[src/rtl/ecw_pkg.sv]
// Shared types and constants for the Euler circuit walk block.
// Used by ecw_adj and euler_circuit_walk_core; depends on nothing else.
`default_nettype none

package ecw_pkg;

  // Width of a vertex number on the stream ports and in the stores.
  localparam int VERTEX_W = 3;
  // Byte-padded width of the stream data buses.
  localparam int TDATA_W = 8;

  // Walk sequencer states.
  typedef enum logic [2:0] {
    ST_IDLE,
    ST_WALK,
    ST_POP,
    ST_EMIT_RD,
    ST_EMIT_LD
  } state_t;

  // Operations on the adjacency matrix.
  typedef enum logic [1:0] {
    ADJ_NOP,
    ADJ_ADD,
    ADJ_TAKE
  } adj_op_t;

  // Command into the adjacency unit; a also selects the row that is scanned.
  typedef struct packed {
    adj_op_t               op;
    logic [VERTEX_W-1:0]   a;
    logic [VERTEX_W-1:0]   b;
  } adj_cmd_t;

  // Status from the adjacency unit.
  typedef struct packed {
    logic                  found;
    logic [VERTEX_W-1:0]   nb;
    logic                  edges_left;
  } adj_stat_t;

endpackage

`default_nettype wire

[src/rtl/euler_circuit_walk_core.sv]
// Euler circuit walk: an add-edge beat gives no result. A run beat walks the graph,
// pushing a vertex for each edge taken and popping dead ends into the circuit store,
// then emits the circuit; every pop but the final one and every result emitted goes
// through a registered read of the single-port walk stack or circuit store.
// Reset is synchronous: it clears the graph, the sequencer and the output valid;
// the stack and circuit store are not cleared and are only read after being written.
`default_nettype none

module euler_circuit_walk_core #(
  parameter int VERTICES    = 8,
  parameter int STACK_DEPTH = 32
) (
  input  wire                             clk,
  input  wire                             rst,
  input  wire                             s_axis_tvalid,
  output logic                            s_axis_tready,
  // [2:0] first_vertex, [5:3] second_vertex, [7:6] zero
  input  wire  [ecw_pkg::TDATA_W-1:0]     s_axis_tdata,
  // [0] kind
  input  wire                             s_axis_tuser,
  output logic                            m_axis_tvalid,
  input  wire                             m_axis_tready,
  // [2:0] vertex, [7:3] zero
  output logic [ecw_pkg::TDATA_W-1:0]     m_axis_tdata,
  output logic                            m_axis_tlast,
  // [0] edges_left
  output logic                            m_axis_tuser
);

  localparam int VTW = ecw_pkg::VERTEX_W;
  localparam int DW  = $clog2(STACK_DEPTH + 1);
  localparam int IW  = $clog2(STACK_DEPTH);

  ecw_pkg::state_t    state;
  ecw_pkg::state_t    state_next;
  ecw_pkg::adj_cmd_t  cmd;
  ecw_pkg::adj_stat_t stat;

  logic [VTW-1:0] walk_stack [STACK_DEPTH];
  logic [VTW-1:0] circuit_store [STACK_DEPTH];
  logic [VTW-1:0] stack_rd;
  logic [VTW-1:0] store_rd;

  logic [DW-1:0]  depth;
  logic [DW-1:0]  clen;
  logic [VTW-1:0] top;
  logic [IW-1:0]  idx;

  logic           in_beat;
  logic           can_push;
  logic           out_free;
  logic           stack_we;
  logic [IW-1:0]  stack_wa;
  logic [VTW-1:0] stack_wd;
  logic           stack_re;
  logic           store_we;
  logic           store_re;
  logic           out_load;

  assign s_axis_tready = (state == ecw_pkg::ST_IDLE);
  assign in_beat       = s_axis_tvalid && s_axis_tready;
  assign out_free      = !m_axis_tvalid || m_axis_tready;
  assign can_push      = stat.found && (depth < DW'(STACK_DEPTH));

  ecw_adj #(
    .VERTICES(VERTICES)
  ) u_adj (
    .clk  (clk),
    .rst  (rst),
    .cmd  (cmd),
    .stat (stat)
  );

  // Next state of the walk sequencer.
  always_comb begin
    state_next = state;
    case (state)
      ecw_pkg::ST_IDLE: begin
        if (in_beat && s_axis_tuser) state_next = ecw_pkg::ST_WALK;
      end
      ecw_pkg::ST_WALK: begin
        if (can_push) begin
          state_next = ecw_pkg::ST_WALK;
        end else if (depth == DW'(1)) begin
          state_next = ecw_pkg::ST_EMIT_RD;
        end else begin
          state_next = ecw_pkg::ST_POP;
        end
      end
      ecw_pkg::ST_POP:     state_next = ecw_pkg::ST_WALK;
      ecw_pkg::ST_EMIT_RD: state_next = ecw_pkg::ST_EMIT_LD;
      ecw_pkg::ST_EMIT_LD: begin
        if (out_free) begin
          state_next = (idx == '0) ? ecw_pkg::ST_IDLE : ecw_pkg::ST_EMIT_RD;
        end
      end
      default: state_next = ecw_pkg::ST_IDLE;
    endcase
  end

  // Per-state control of the adjacency unit, stores and output register.
  always_comb begin
    cmd.op   = ecw_pkg::ADJ_NOP;
    cmd.a    = top;
    cmd.b    = s_axis_tdata[2*VTW-1:VTW];
    stack_we = 1'b0;
    stack_wa = IW'(depth);
    stack_wd = stat.nb;
    stack_re = 1'b0;
    store_we = 1'b0;
    store_re = 1'b0;
    out_load = 1'b0;
    case (state)
      ecw_pkg::ST_IDLE: begin
        cmd.a    = s_axis_tdata[VTW-1:0];
        stack_wa = '0;
        stack_wd = s_axis_tdata[VTW-1:0];
        if (in_beat && !s_axis_tuser) cmd.op = ecw_pkg::ADJ_ADD;
        if (in_beat && s_axis_tuser)  stack_we = 1'b1;
      end
      ecw_pkg::ST_WALK: begin
        if (can_push) begin
          cmd.op   = ecw_pkg::ADJ_TAKE;
          stack_we = 1'b1;
        end else begin
          store_we = (clen < DW'(STACK_DEPTH));
          stack_re = (depth != DW'(1));
        end
      end
      ecw_pkg::ST_EMIT_RD: store_re = 1'b1;
      ecw_pkg::ST_EMIT_LD: out_load = out_free;
      default: ;
    endcase
  end

  // Walk stack: one write or one registered read per cycle.
  always_ff @(posedge clk) begin
    if (stack_we) walk_stack[stack_wa] <= stack_wd;
  end

  always_ff @(posedge clk) begin
    if (stack_re) stack_rd <= walk_stack[IW'(depth - DW'(2))];
  end

  // Circuit store: dead-end vertices in pop order, read back in reverse.
  always_ff @(posedge clk) begin
    if (store_we) circuit_store[IW'(clen)] <= top;
  end

  always_ff @(posedge clk) begin
    if (store_re) store_rd <= circuit_store[idx];
  end

  // Sequencer state and walk counters.
  always_ff @(posedge clk) begin
    if (rst) begin
      state <= ecw_pkg::ST_IDLE;
      depth <= '0;
      clen  <= '0;
    end else begin
      state <= state_next;
      case (state)
        ecw_pkg::ST_IDLE: begin
          if (in_beat && s_axis_tuser) begin
            depth <= DW'(1);
            clen  <= '0;
          end
        end
        ecw_pkg::ST_WALK: begin
          if (can_push) begin
            depth <= depth + DW'(1);
          end else begin
            depth <= depth - DW'(1);
            if (store_we) clen <= clen + DW'(1);
          end
        end
        default: ;
      endcase
    end
  end

  // Top-of-stack vertex and the emit index.
  always_ff @(posedge clk) begin
    case (state)
      ecw_pkg::ST_IDLE: begin
        if (in_beat && s_axis_tuser) top <= s_axis_tdata[VTW-1:0];
      end
      ecw_pkg::ST_WALK: begin
        if (can_push) begin
          top <= stat.nb;
        end else if (depth == DW'(1)) begin
          idx <= store_we ? IW'(clen) : IW'(clen - DW'(1));
        end
      end
      ecw_pkg::ST_POP: top <= stack_rd;
      ecw_pkg::ST_EMIT_LD: begin
        if (out_free && (idx != '0)) idx <= idx - IW'(1);
      end
      default: ;
    endcase
  end

  // Output register: holds a result beat until the sink takes it.
  always_ff @(posedge clk) begin
    if (rst) begin
      m_axis_tvalid <= 1'b0;
    end else if (out_load) begin
      m_axis_tvalid <= 1'b1;
    end else if (m_axis_tready) begin
      m_axis_tvalid <= 1'b0;
    end
  end

  always_ff @(posedge clk) begin
    if (out_load) begin
      m_axis_tdata <= ecw_pkg::TDATA_W'(store_rd);
      m_axis_tlast <= (idx == '0);
      m_axis_tuser <= (idx == '0) && stat.edges_left;
    end
  end

`ifndef SYNTHESIS
  a_depth_bound: assert property (@(posedge clk) disable iff (rst)
    depth <= DW'(STACK_DEPTH))
    else $error("walk stack depth beyond its size");

  a_clen_bound: assert property (@(posedge clk) disable iff (rst)
    clen <= DW'(STACK_DEPTH))
    else $error("circuit length beyond the store size");

  a_walk_nonempty: assert property (@(posedge clk) disable iff (rst)
    (state == ecw_pkg::ST_WALK || state == ecw_pkg::ST_POP) |-> (depth != '0))
    else $error("walking with an empty stack");

  a_flag_on_last: assert property (@(posedge clk) disable iff (rst)
    (m_axis_tvalid && m_axis_tuser) |-> m_axis_tlast)
    else $error("edges_left flag on a beat that is not last");

  a_run_ends_last: assert property (@(posedge clk) disable iff (rst)
    ($past(state) == ecw_pkg::ST_EMIT_LD && state == ecw_pkg::ST_IDLE) |->
      (m_axis_tvalid && m_axis_tlast))
    else $error("run finished without a last beat");
`endif

endmodule

`default_nettype wire

[src/rtl/ecw_adj.sv]
// Adjacency bit matrix with its lowest-neighbor scan and an edge counter.
// Depends on ecw_pkg for the command and status types.
`default_nettype none

module ecw_adj #(
  parameter int VERTICES = 8
) (
  input  wire              clk,
  input  wire              rst,
  input  ecw_pkg::adj_cmd_t cmd,
  output ecw_pkg::adj_stat_t stat
);

  localparam int VW = (VERTICES > 1) ? $clog2(VERTICES) : 1;
  localparam int EW = $clog2(VERTICES * (VERTICES - 1) / 2 + 1);

  logic [VERTICES-1:0] rows [VERTICES];
  logic [EW-1:0]       edge_cnt;

  logic                a_in_range;
  logic                b_in_range;
  logic [VW-1:0]       ai;
  logic [VW-1:0]       bi;
  logic [VW-1:0]       nbi;
  logic [VERTICES-1:0] row_rd;
  logic                found;
  logic [ecw_pkg::VERTEX_W-1:0] nb;
  logic                add_ok;
  logic                add_new;
  logic                take_ok;

  // Row select: the addressed vertex may lie beyond the graph.
  assign a_in_range = 32'(cmd.a) < VERTICES;
  assign b_in_range = 32'(cmd.b) < VERTICES;
  assign ai         = VW'(cmd.a);
  assign bi         = VW'(cmd.b);
  assign row_rd     = a_in_range ? rows[ai] : '0;

  // Lowest set bit of the selected row.
  always_comb begin
    found = 1'b0;
    nb    = '0;
    for (int k = VERTICES - 1; k >= 0; k--) begin
      if (row_rd[k]) begin
        found = 1'b1;
        nb    = ecw_pkg::VERTEX_W'(k);
      end
    end
  end

  assign nbi     = VW'(nb);
  assign add_ok  = (cmd.op == ecw_pkg::ADJ_ADD) && a_in_range && b_in_range &&
                   (cmd.a != cmd.b);
  assign add_new = add_ok && !row_rd[bi];
  assign take_ok = (cmd.op == ecw_pkg::ADJ_TAKE) && found;

  // Matrix update: an add sets both mirror bits, a take clears both.
  always_ff @(posedge clk) begin
    if (rst) begin
      for (int r = 0; r < VERTICES; r++) begin
        rows[r] <= '0;
      end
    end else begin
      if (add_ok) begin
        rows[ai][bi] <= 1'b1;
        rows[bi][ai] <= 1'b1;
      end
      if (take_ok) begin
        rows[ai][nbi] <= 1'b0;
        rows[nbi][ai] <= 1'b0;
      end
    end
  end

  // The edge count stands in for an OR over the whole matrix.
  always_ff @(posedge clk) begin
    if (rst) begin
      edge_cnt <= '0;
    end else if (add_new) begin
      edge_cnt <= edge_cnt + EW'(1);
    end else if (take_ok) begin
      edge_cnt <= edge_cnt - EW'(1);
    end
  end

  assign stat.found      = found;
  assign stat.nb         = nb;
  assign stat.edges_left = (edge_cnt != '0);

endmodule

`default_nettype wire
[config.mk]
export PLATFORM = sky130hd
export DESIGN_NAME = euler_circuit_walk_core
export DESIGN_NICKNAME = d
export VERILOG_FILES = /design/src/rtl/ecw_pkg.sv /design/src/rtl/euler_circuit_walk_core.sv /design/src/rtl/ecw_adj.sv
export SDC_FILE = /design/constraint.sdc
export NUM_CORES = 1
export LEC_CHECK = 0
export ABC_CLOCK_PERIOD_IN_PS = 5000
export CORE_ASPECT_RATIO = 1.75
export CORE_MARGIN = 2
export CORE_UTILIZATION = 33
export DETAILED_ROUTE_END_ITERATION = 8
export DONT_BUFFER_PORTS = 1
export PLACE_DENSITY = 0.49
export SYNTH_ARGS = -nofsm -noshare
export SYNTH_HDL_FRONTEND = slang
export SYNTH_SLANG_ARGS = --single-unit
[constraint.sdc]
create_clock -name clk -period 5 [get_ports clk]
set_input_delay 0.25 -clock clk [delete_from_list [all_inputs] [get_ports clk]]
set_output_delay 0.25 -clock clk [all_outputs]
set_load 0.1 [all_outputs]
Word level (Yosys, flattened, before mapping)
Memory sizes are Yosys's and may differ from the RTL's. A register that Yosys moved wholly into a read port is not among the register bits.
Index checks and enable logic that the tools add are counted.

word-level totals
  output and inout bits = 12
  word-level logic and storage cells = 181
  memories = 3
  flip-flop bits (word level) = 34
  bits in writable memories = 256

memory list
  memory         words  bits a word  rd ports  clocked after Yosys merged registers in  write ports  RTL line                       source
  circuit_store  32     3            1         1                                        1            euler_circuit_walk_core.sv:40  logic [VTW-1:0] circuit_store [STACK_DEPTH];
  walk_stack     32     3            1         1                                        1            euler_circuit_walk_core.sv:39  logic [VTW-1:0] walk_stack [STACK_DEPTH];
  u_adj.rows     8      8            1         0                                        8            ecw_adj.sv:17                  logic [VERTICES-1:0] rows [VERTICES];

operators by class
  reduce and logical (&&, ||, !) cells = 33
  add/subtract/negate cells = 8
  equal/unequal tests = 16
  $lt $le $gt $ge = 8
  bitwise logic cells = 8
  multiplexer cells = 95

operators by type and width
  operator                                                            number
  two-way mux 8 bit                                                   10
  two-way mux 3 bit                                                   17
  two-way mux 1 bit                                                   42
  two-way mux 5 bit                                                   7
  two-way mux 6 bit                                                   5
  one-hot mux 6 bit (2 select lines)                                  2
  OR reduction 8 bit                                                  3
  one-hot mux 3 bit (5 select lines)                                  1
  subtractor 5 x 1 -> 5 bit (second input constant)                   3
  adder 6 x 1 -> 6 bit (second input constant)                        2
  logical AND 1 bit                                                   12
  less-than comparator 3 x 4 -> 1 bit (second input constant)         3
  less-than comparator 6 bit (second input constant)                  2
  != test 2 bit (second input constant)                               6
  one-hot mux 5 bit (2 select lines)                                  1
  nonzero test 5 bit                                                  2
  demux 1 bit (select 3 bit)                                          3
  greater-or-equal comparator 3 x 1 -> 1 bit (second input constant)  3
  one-hot mux 3 bit (3 select lines)                                  1
  OR 1 bit                                                            8
  AND reduction 4 bit                                                 2
  nonzero test 2 bit                                                  4
  == test 3 x 2 -> 1 bit (second input constant)                      2
  == test 6 x 1 -> 1 bit (second input constant)                      1
  21 further kinds                                                    26

Depth between registers and ports, before layout
Gate-level depths: netlist of run 1.
An unclocked memory read counts as a cell.

  depth after elaboration = 22
  mapped depth = 20

Hierarchy
Synthesis of run 1 repeated with hierarchy kept, for this count alone.

unflattened totals
  cells, all modules = 1226
  area, all modules = 14727.9 um^2

by module, submodules not included
  module                   area each (um^2)  cells an instance  times used
  euler_circuit_walk_core  9843.2            714                1
  ecw_adj                  4884.7            512                1

Least setup slack after synthesis of run 1
Ideal clock, no wire load.

  kind = flip-flop to flip-flop
  from = register state[0]
  to = memory walk_stack[0][2] (netlist bit) (data pin)
  path buffers = 2
  stages on the path, launching flop included = 11
  arrival time = 3.596 ns
  setup slack = 0.950 ns
  path through = dfxtp_1 > buf_6 > or4b_4 > nand2_2 > buf_4 > mux2_1 > o22ai_1 > nor3_2 > nor2_1 > o21ai_0 > o21ai_0

on the way
  cells in the longest elaborated chain, start to end = 12

ends and longest elaborated chain
  element                          RTL line                        source
  from (decl)                      euler_circuit_walk_core.sv:34   ecw_pkg::state_t state;
  from (signal assigned)           euler_circuit_walk_core.sv:157  state <= ecw_pkg::ST_IDLE;
  from (signal assigned)           euler_circuit_walk_core.sv:161  state <= state_next;
  zero test 3 bit (*)              euler_circuit_walk_core.sv:113  case (state)
  two-way mux 3 bit                euler_circuit_walk_core.sv:113
  memory (8 x 8 bit)               -
  two-way mux 3 bit (8 in series)  ecw_adj.sv:44                   if (row_rd[k]) begin
  two-way mux 3 bit (*)            euler_circuit_walk_core.sv:113
  named net stack_wd[2]            euler_circuit_walk_core.sv:54   logic [VTW-1:0] stack_wd;
  to (decl)                        euler_circuit_walk_core.sv:39

The timed path passes the listed nets; every way through them passes the cells marked *.

==> run metrics, run 1 <==
Cell Area, Synth 14690 um^2; Most used DFF post-synth edfxtp_1; internal cell power 4.312 mW; Vias/cell 5.666; first-pass GRT wire length 65180 um; Buffers on Ports 0; most common cell after layout, fill and taps aside edfxtp_1; Max Cap Violations 0; drt total wl 43630 um; vias in the first global route 10320; fraction of registers with async set/reset 0; post-CTS resize count 0; Cells after Synth 1107; NetSw 1.493 mW; Design Power 5.805 mW; finished layout cell area between 15000 and 20000 um^2; RSZ-0062 raised after global routing false; Post-synth EDFFs 275; ratio of cells with drive above 1 in the final layout 0.1895; crit path kind flip-flop to flip-flop; type of the worst min-delay path input pin to flip-flop; layout net count 1173; I/O Pins 25; VDD IR max 0.0002707 V; Final Hold Fails 0; outcome complete, no violations; count of pins over their slew limit 0; min cycle time layout roughly 4500 ps; core area 44160 um^2; Starting Density 0.3327; worst clock skew 19.31 ps; Period Utilization, post-route 0.9000; Inserted Clock Buffers 28; slew margin rel. 0.3528; Seq pwr share 0.484; total number of vias 9848; clock sink count 296; Final setup viols 0; H-tree depth 1; Placed Area 15640 um^2; # DRC 0; initial antenna violation count 1; num rows approximately 100; Seq/Total Area, Yosys 0.5907; Sw Ratio 0.2572; gr ovfl total 0; Routed wire per std cell ~25 um; DIE WIDTH ~160 um; critical path fanouts, max 13; initial drt markers 853; synthesized area per cell 13.27 um^2; Layout area overhead 13.47%; ANT cells 0; DIE AREA 46290 um^2; post-synthesis cell type count 87; CP required 5330 ps; Yosys reg bits about 300; CTS Buffer Depth 3; total negative slack 0 ps; CTS tree built; pin count of the biggest net entering global routing between 40 and 50; DRT Pass-1 Iters 7; commonest non-fill, non-tap cells in the layout 275 x edfxtp_1, 112 x nor2_1, 82 x nand2_1; Worst Max-Slew Pin Slew 969.5 ps; CTS root buffer clkbuf_16; Pleak 5.407 nW; placer congestion estimate a little over 0.9; antenna-violating nets left 0; Clock power frac 0.388; crit end category flip-flop; maximum clock frequency 222.2 MHz; Clock Latency Late Sink 580 ps; DP Wirelength 31640 um; clock slew seen by the registers of the worst setup and hold paths around 70 ps; GRT Util Overall 0.1892; Crit path arrival time 4830 ps; Post-CTS Setup Bufs 0; pwr/cell area 348.2 nW/um^2; Synthesis Warnings 0; crit start category flip-flop; die height 283.1 um; Gate power share 0.128
## flip-flops by register name (all words and copies together) (netlist names)
signal	cells
m_axis_tdata	3
u_adj.edge_cnt	5
m_axis_tlast	1
state	3
circuit_store	96
m_axis_tuser	1
walk_stack	96
idx	5
clen	6
depth	6
stack_rd	3
m_axis_tvalid	1
store_rd	3
top	3
u_adj.rows	64
## power groups by stage
stage	Combinational [mW]	Clock (mW)	Sequential (mW)
floorplan	0.480	0	2.85
global placement	0.722	0	2.87
detailed placement	0.722	0	2.87
CTS	0.739	2.30	2.81
global route	0.789	2.39	2.82
finish	0.743	2.25	2.81
## per-stage QoR
step | hold slack [ps] | utilization | instances | worst slack, ps
5_1_grt | 10.51 | 0.3775 | 1738 | 354.9
6_report | 33.81 | 0.3775 | 1738 | 499.9
3_5_place_dp | 345.9 | 0.3542 | 1681 | 604.0
2_1_floorplan | 400.3 | - | 1119 | 949.9
4_1_cts | 8.499 | 0.3775 | 1738 | 576.2
3_3_place_gp | 343.6 | 0.3542 | 1681 | 592.7
## synth_stat cells (all sizes together), types with 8 or more instances
master / n / share of area
o22ai: 49 / 0.022
o21ai: 39 / 0.013
and3: 12 / 0.0051
a221o: 14 / 0.0095
a21o: 12 / 0.0061
mux2: 14 / 0.011
o31a: 8 / 0.0049
nor2b: 8 / 0.0036
edfxtp: 275 / 0.56
clkbuf: 47 / 0.012
a21oi: 31 / 0.011
nand3: 47 / 0.016
xnor2: 11 / 0.0066
dfxtp: 21 / 0.029
mux4: 60 / 0.092
o31ai: 15 / 0.0093
nor3: 20 / 0.0075
a211oi: 13 / 0.0082
o221ai: 13 / 0.0078
nand2b: 8 / 0.0034
nand2: 83 / 0.021
nor2: 114 / 0.029
mux2i: 13 / 0.0089
or3: 10 / 0.0043
inv: 18 / 0.0046
ha: 15 / 0.013
buf: 30 / 0.012
o32ai: 15 / 0.0089
## path summary, 6_finish.rpt
| kind | cells past startpoint | slack [ps] | from | endpoint |
|---|---|---|---|---|
| worst max-delay path | 11 | 500 | state[2] | u_adj.rows[1][0] |
| worst min-delay path | 2 | 30 | rst | u_adj.edge_cnt[2] |
| worst max register to register | 11 | 500 | state[2] | u_adj.rows[1][0] |
| worst min register to register | 0 | 440 | store_rd[2] | m_axis_tdata[2] |
## worst max-delay path, stage by stage, from the launching register on
cell and delay [ps]:
dfxtp_1 500, or4b_1 770, o211ai_1 420, a211oi_2 110, a22oi_1 230, nor2b_2 530
a21oi_1 120, nor2_1 430, o31a_1 490, buf_4 270, nor3_1 90, a211o_1 300
## routing by layer
metal	part of all wire	GRT usage	wire, um
met1	0.34	0.1942	14720
met2	0.55	0.3609	23970
met3	0.053	0.02738	2311
met4	0.060	0.1018	2618
met5	0	0	0
## cell type report
cell class	instances	area (um^2)
well taps	572	715.7
clock buffers	39	772.0
inverters	19	71.32
multi-input cells	727	5647
flip-flops and latches	296	8680
fillers	4282	27490
clock inverters	13	190.2
repair buffers	72	595.6
## logic make-up after synthesis
kind of cell	synth area share
AND/OR/NAND/NOR	0.1116
flip-flops	0.5907
AO/OA/AOI/OAI	0.1323
buffers and inverters	0.02878
multiplexers	0.1116
XOR/XNOR	0.01073
adder cells (fa/ha/maj)	0.01414
other	0.0002552
## repair_timing
item / in CTS / in global routing
hold endpoints to repair: 56 / 0
hold buffers: 5 / 0
setup endpoints to repair: 0 / 0
No activity file was read; power rests on OpenSTA's default activity.
==> run 2: changes to the inputs <==
--- a/config.mk
+++ b/config.mk
@@ -9,6 +9,7 @@
 export CORE_ASPECT_RATIO = 1.75
 export CORE_MARGIN = 2
 export CORE_UTILIZATION = 33
+export CTS_CLUSTER_SIZE = 8
 export DETAILED_ROUTE_END_ITERATION = 8
 export DONT_BUFFER_PORTS = 1
 export PLACE_DENSITY = 0.49
==> constraint.sdc (replaced) <==
create_clock -name clk -period 5 [get_ports clk]
set_input_delay 1 -clock clk [delete_from_list [all_inputs] [get_ports clk]]
set_output_delay 1 -clock clk [all_outputs]
set_load 0.1 [all_outputs]
==> run 2 against run 1 <==
Against the previous run:
- clock skew grew 23 ps
- hold slack gained 400 ps
- wire length grew 3.4%
- register-to-register slack lost 90 ps
- critical path depth shrank 1
- die area is the same
- core utilization grew 1.2 points
- maximum frequency shrank 2.1%
- total power grew 7.7%
- critical path type unchanged
- largest cell class unchanged
==> run metrics, run 2 (synthesized netlist as in run 1, its figures left out) <==
crit end category flip-flop; Inserted Clock Buffers 42 (+50%); die height 283.1 um (unchanged); critical path fanouts, max 13 (unchanged); slew margin rel. 0.3553 (+0.002434); Worst Reg-to-Reg Cells 10 (-1); Critical path buffers and inverters 2 (+1); antenna-violating nets left 0 (unchanged); core area 44160 um^2 (unchanged); min cycle time layout 4594 ps (+94.26 ps); Post-CTS Setup Bufs 0 (unchanged); Crit path arrival time 4820 ps (about the same); worst clock skew 41.98 ps (+22.67 ps); count of pins over their slew limit 0 (unchanged); commonest non-fill, non-tap cells in the layout 275 x edfxtp_1, 112 x nor2_1, 104 x buf_4; DRT Pass-1 Iters 5 (-2); RSZ-0062 raised after global routing false; vias in the first global route 10710 (+3.8%); top flop regs circuit_store x96, walk_stack x96, u_adj.rows x64; GRT Util Overall 0.1954 (+0.006153); pwr/cell area 363.6 nW/um^2 (+4.4%); cell chain of the critical path or4b_1 > a211oi_2 > buf_4 > a222oi_1 > and2_1 > o41ai_4 > buf_4 > a21oi_1 > nand2_1 > o211ai_1; Hold Buf Count CTS 0 (-5); ratio of cells with drive above 1 in the final layout 0.2144 (+0.02487); R2R setup slack 410 ps (-90 ps); Worst path top cell family by delay compound AO/OA/AOI/OAI gates; first-pass GRT wire length 67150 um (+3.0%); Period Utilization, post-route 0.9189 (+0.01885); VDD IR max 0.0002339 V (-14%); Final setup viols 0 (unchanged); Layout area overhead 17.05%; CTS Buffer Depth 3 (unchanged); total number of vias 10130 (+2.8%); outcome complete, no violations; layout net count 1223 (+4.3%); Critical-path top delay cell dfxtp_1; type of the worst min-delay path flip-flop to flip-flop; WHS 429.9 ps (+396.1 ps); crit path kind flip-flop to flip-flop; Vias/cell 5.644 (-0.39%); Buffers on Ports 0 (unchanged); Worst Max-Slew Pin Slew 965.8 ps (-3.647 ps); DIE WIDTH 163.5 um (unchanged); pin count of the biggest net entering global routing 51 (+6.3%); # DRC 0 (unchanged); Hold Path Depth 0 (-2); clock sink count 296 (unchanged); DP Wirelength 32310 um (+2.1%); CTS root buffer clkbuf_16; RR Startpoint state[1]; initial drt markers 759 (-11%); Final Hold Fails 0 (unchanged); Pleak 5.716 nW (+5.7%); maximum clock frequency 217.7 MHz (-2.1%); post-CTS resize count 0 (unchanged); most common cell after layout, fill and taps aside edfxtp_1; H-tree depth 2 (+1); num rows 102 (unchanged); placer congestion estimate 0.9598 (+4.7%); total negative slack 0 ps (unchanged); initial antenna violation count 0 (-1); gr ovfl total 0 (unchanged); Routed wire per std cell 25.14 um (+0.15%); drt total wl 45100 um (+3.4%); Max Cap Violations 0 (unchanged); CTS tree built; reg2reg end u_adj.rows[6][1]; CP dominant cell by count buf_4; clock slew seen by the registers of the worst setup and hold paths 60 ps (about the same); I/O Pins 25 (unchanged); Starting Density 0.3327 (unchanged); CP required 5230 ps (-100 ps); ANT cells 0 (unchanged); Hold Path End m_axis_tdata[0]; hold path start store_rd[0]; DIE AREA 46290 um^2 (unchanged); Clock Latency Late Sink 570 ps (about the same); crit start category flip-flop; Max stage delay on crit path 820 ps (+50 ps)
[run 2: cell count changes in the layout (fill, tap and decap cells not counted), moves of 2 or more]
cell | previous run | this run
clkbuf_1 | 8 | 27
bufinv_16 | 4 | 0
buf_12 | 2 | 4
clkinv_2 | 3 | 0
clkinvlp_4 | 4 | 0
clkbuf_16 | 28 | 42
inv_16 | 0 | 2
buf_4 | 65 | 104
dlygate4sd3_1 | 4 | 0
clkbuf_8 | 3 | 0
[run 2: cell type report]
| cell class | instances | area, um^2 |
|---|---|---|
| repair buffers | 108 | 860.8 |
| multi-input cells | 727 | 5647 |
| well taps | 572 | 715.7 |
| clock buffers | 69 | 1152 |
| fillers | 4245 | 26960 |
| clock inverters | 3 | 70.07 |
| inverters | 19 | 71.32 |
| flip-flops and latches | 296 | 8680 |
[run 2: worst register-to-register path, delay by kind of cell, from the launching register on]
family                 cells  cell delay (ps)
DFF                        1              820
buffers and inverters      2              380
AOI/OAI and AO/OA          5             1970
and+or+nand+nor            3             1090
[run 2: through the flow]
stage / worst slack (ps) / area, um^2 / total power [mW] / util / std cells
2_1_floorplan: 442.5 / 14740 / 3.331 / - / 1119
3_3_place_gp: 283.3 / 15970 / 3.619 / 0.3618 / 1722
6_report: 405.6 / 17200 / 6.252 / 0.3894 / 1794
3_5_place_dp: 273.7 / 15970 / 3.622 / 0.3618 / 1722
5_1_grt: 231.4 / 17200 / 6.441 / 0.3894 / 1794
4_1_cts: 475.1 / 17200 / 6.297 / 0.3894 / 1794
[run 2: worst max-delay path by stage]
stage	start	endpoint	slack [ps]	cells after the start
finish	state[1]	u_adj.rows[6][1]	410	10
global route	top[0]	u_adj.rows[2][4]	230	10
CTS	state[0]	u_adj.rows[6][1]	480	10
detailed placement	s_axis_tdata[1]	u_adj.rows[6][1]	270	11
global placement	s_axis_tdata[1]	u_adj.rows[6][1]	280	11
floorplan	s_axis_tdata[1]	walk_stack[0][2]	440	9
[run 2: power breakdown]
group,switching (mW),internal (mW)
Clock,1.09,1.58
Sequential,0.0417,2.78
Combinational,0.492,0.273
Total,1.62,4.63
[run 2: layer usage]
metal,GRT usage,part of all wire
met5,0,0
met4,0.1200,0.067
met3,0.03674,0.055
met2,0.3622,0.54
met1,0.1979,0.34
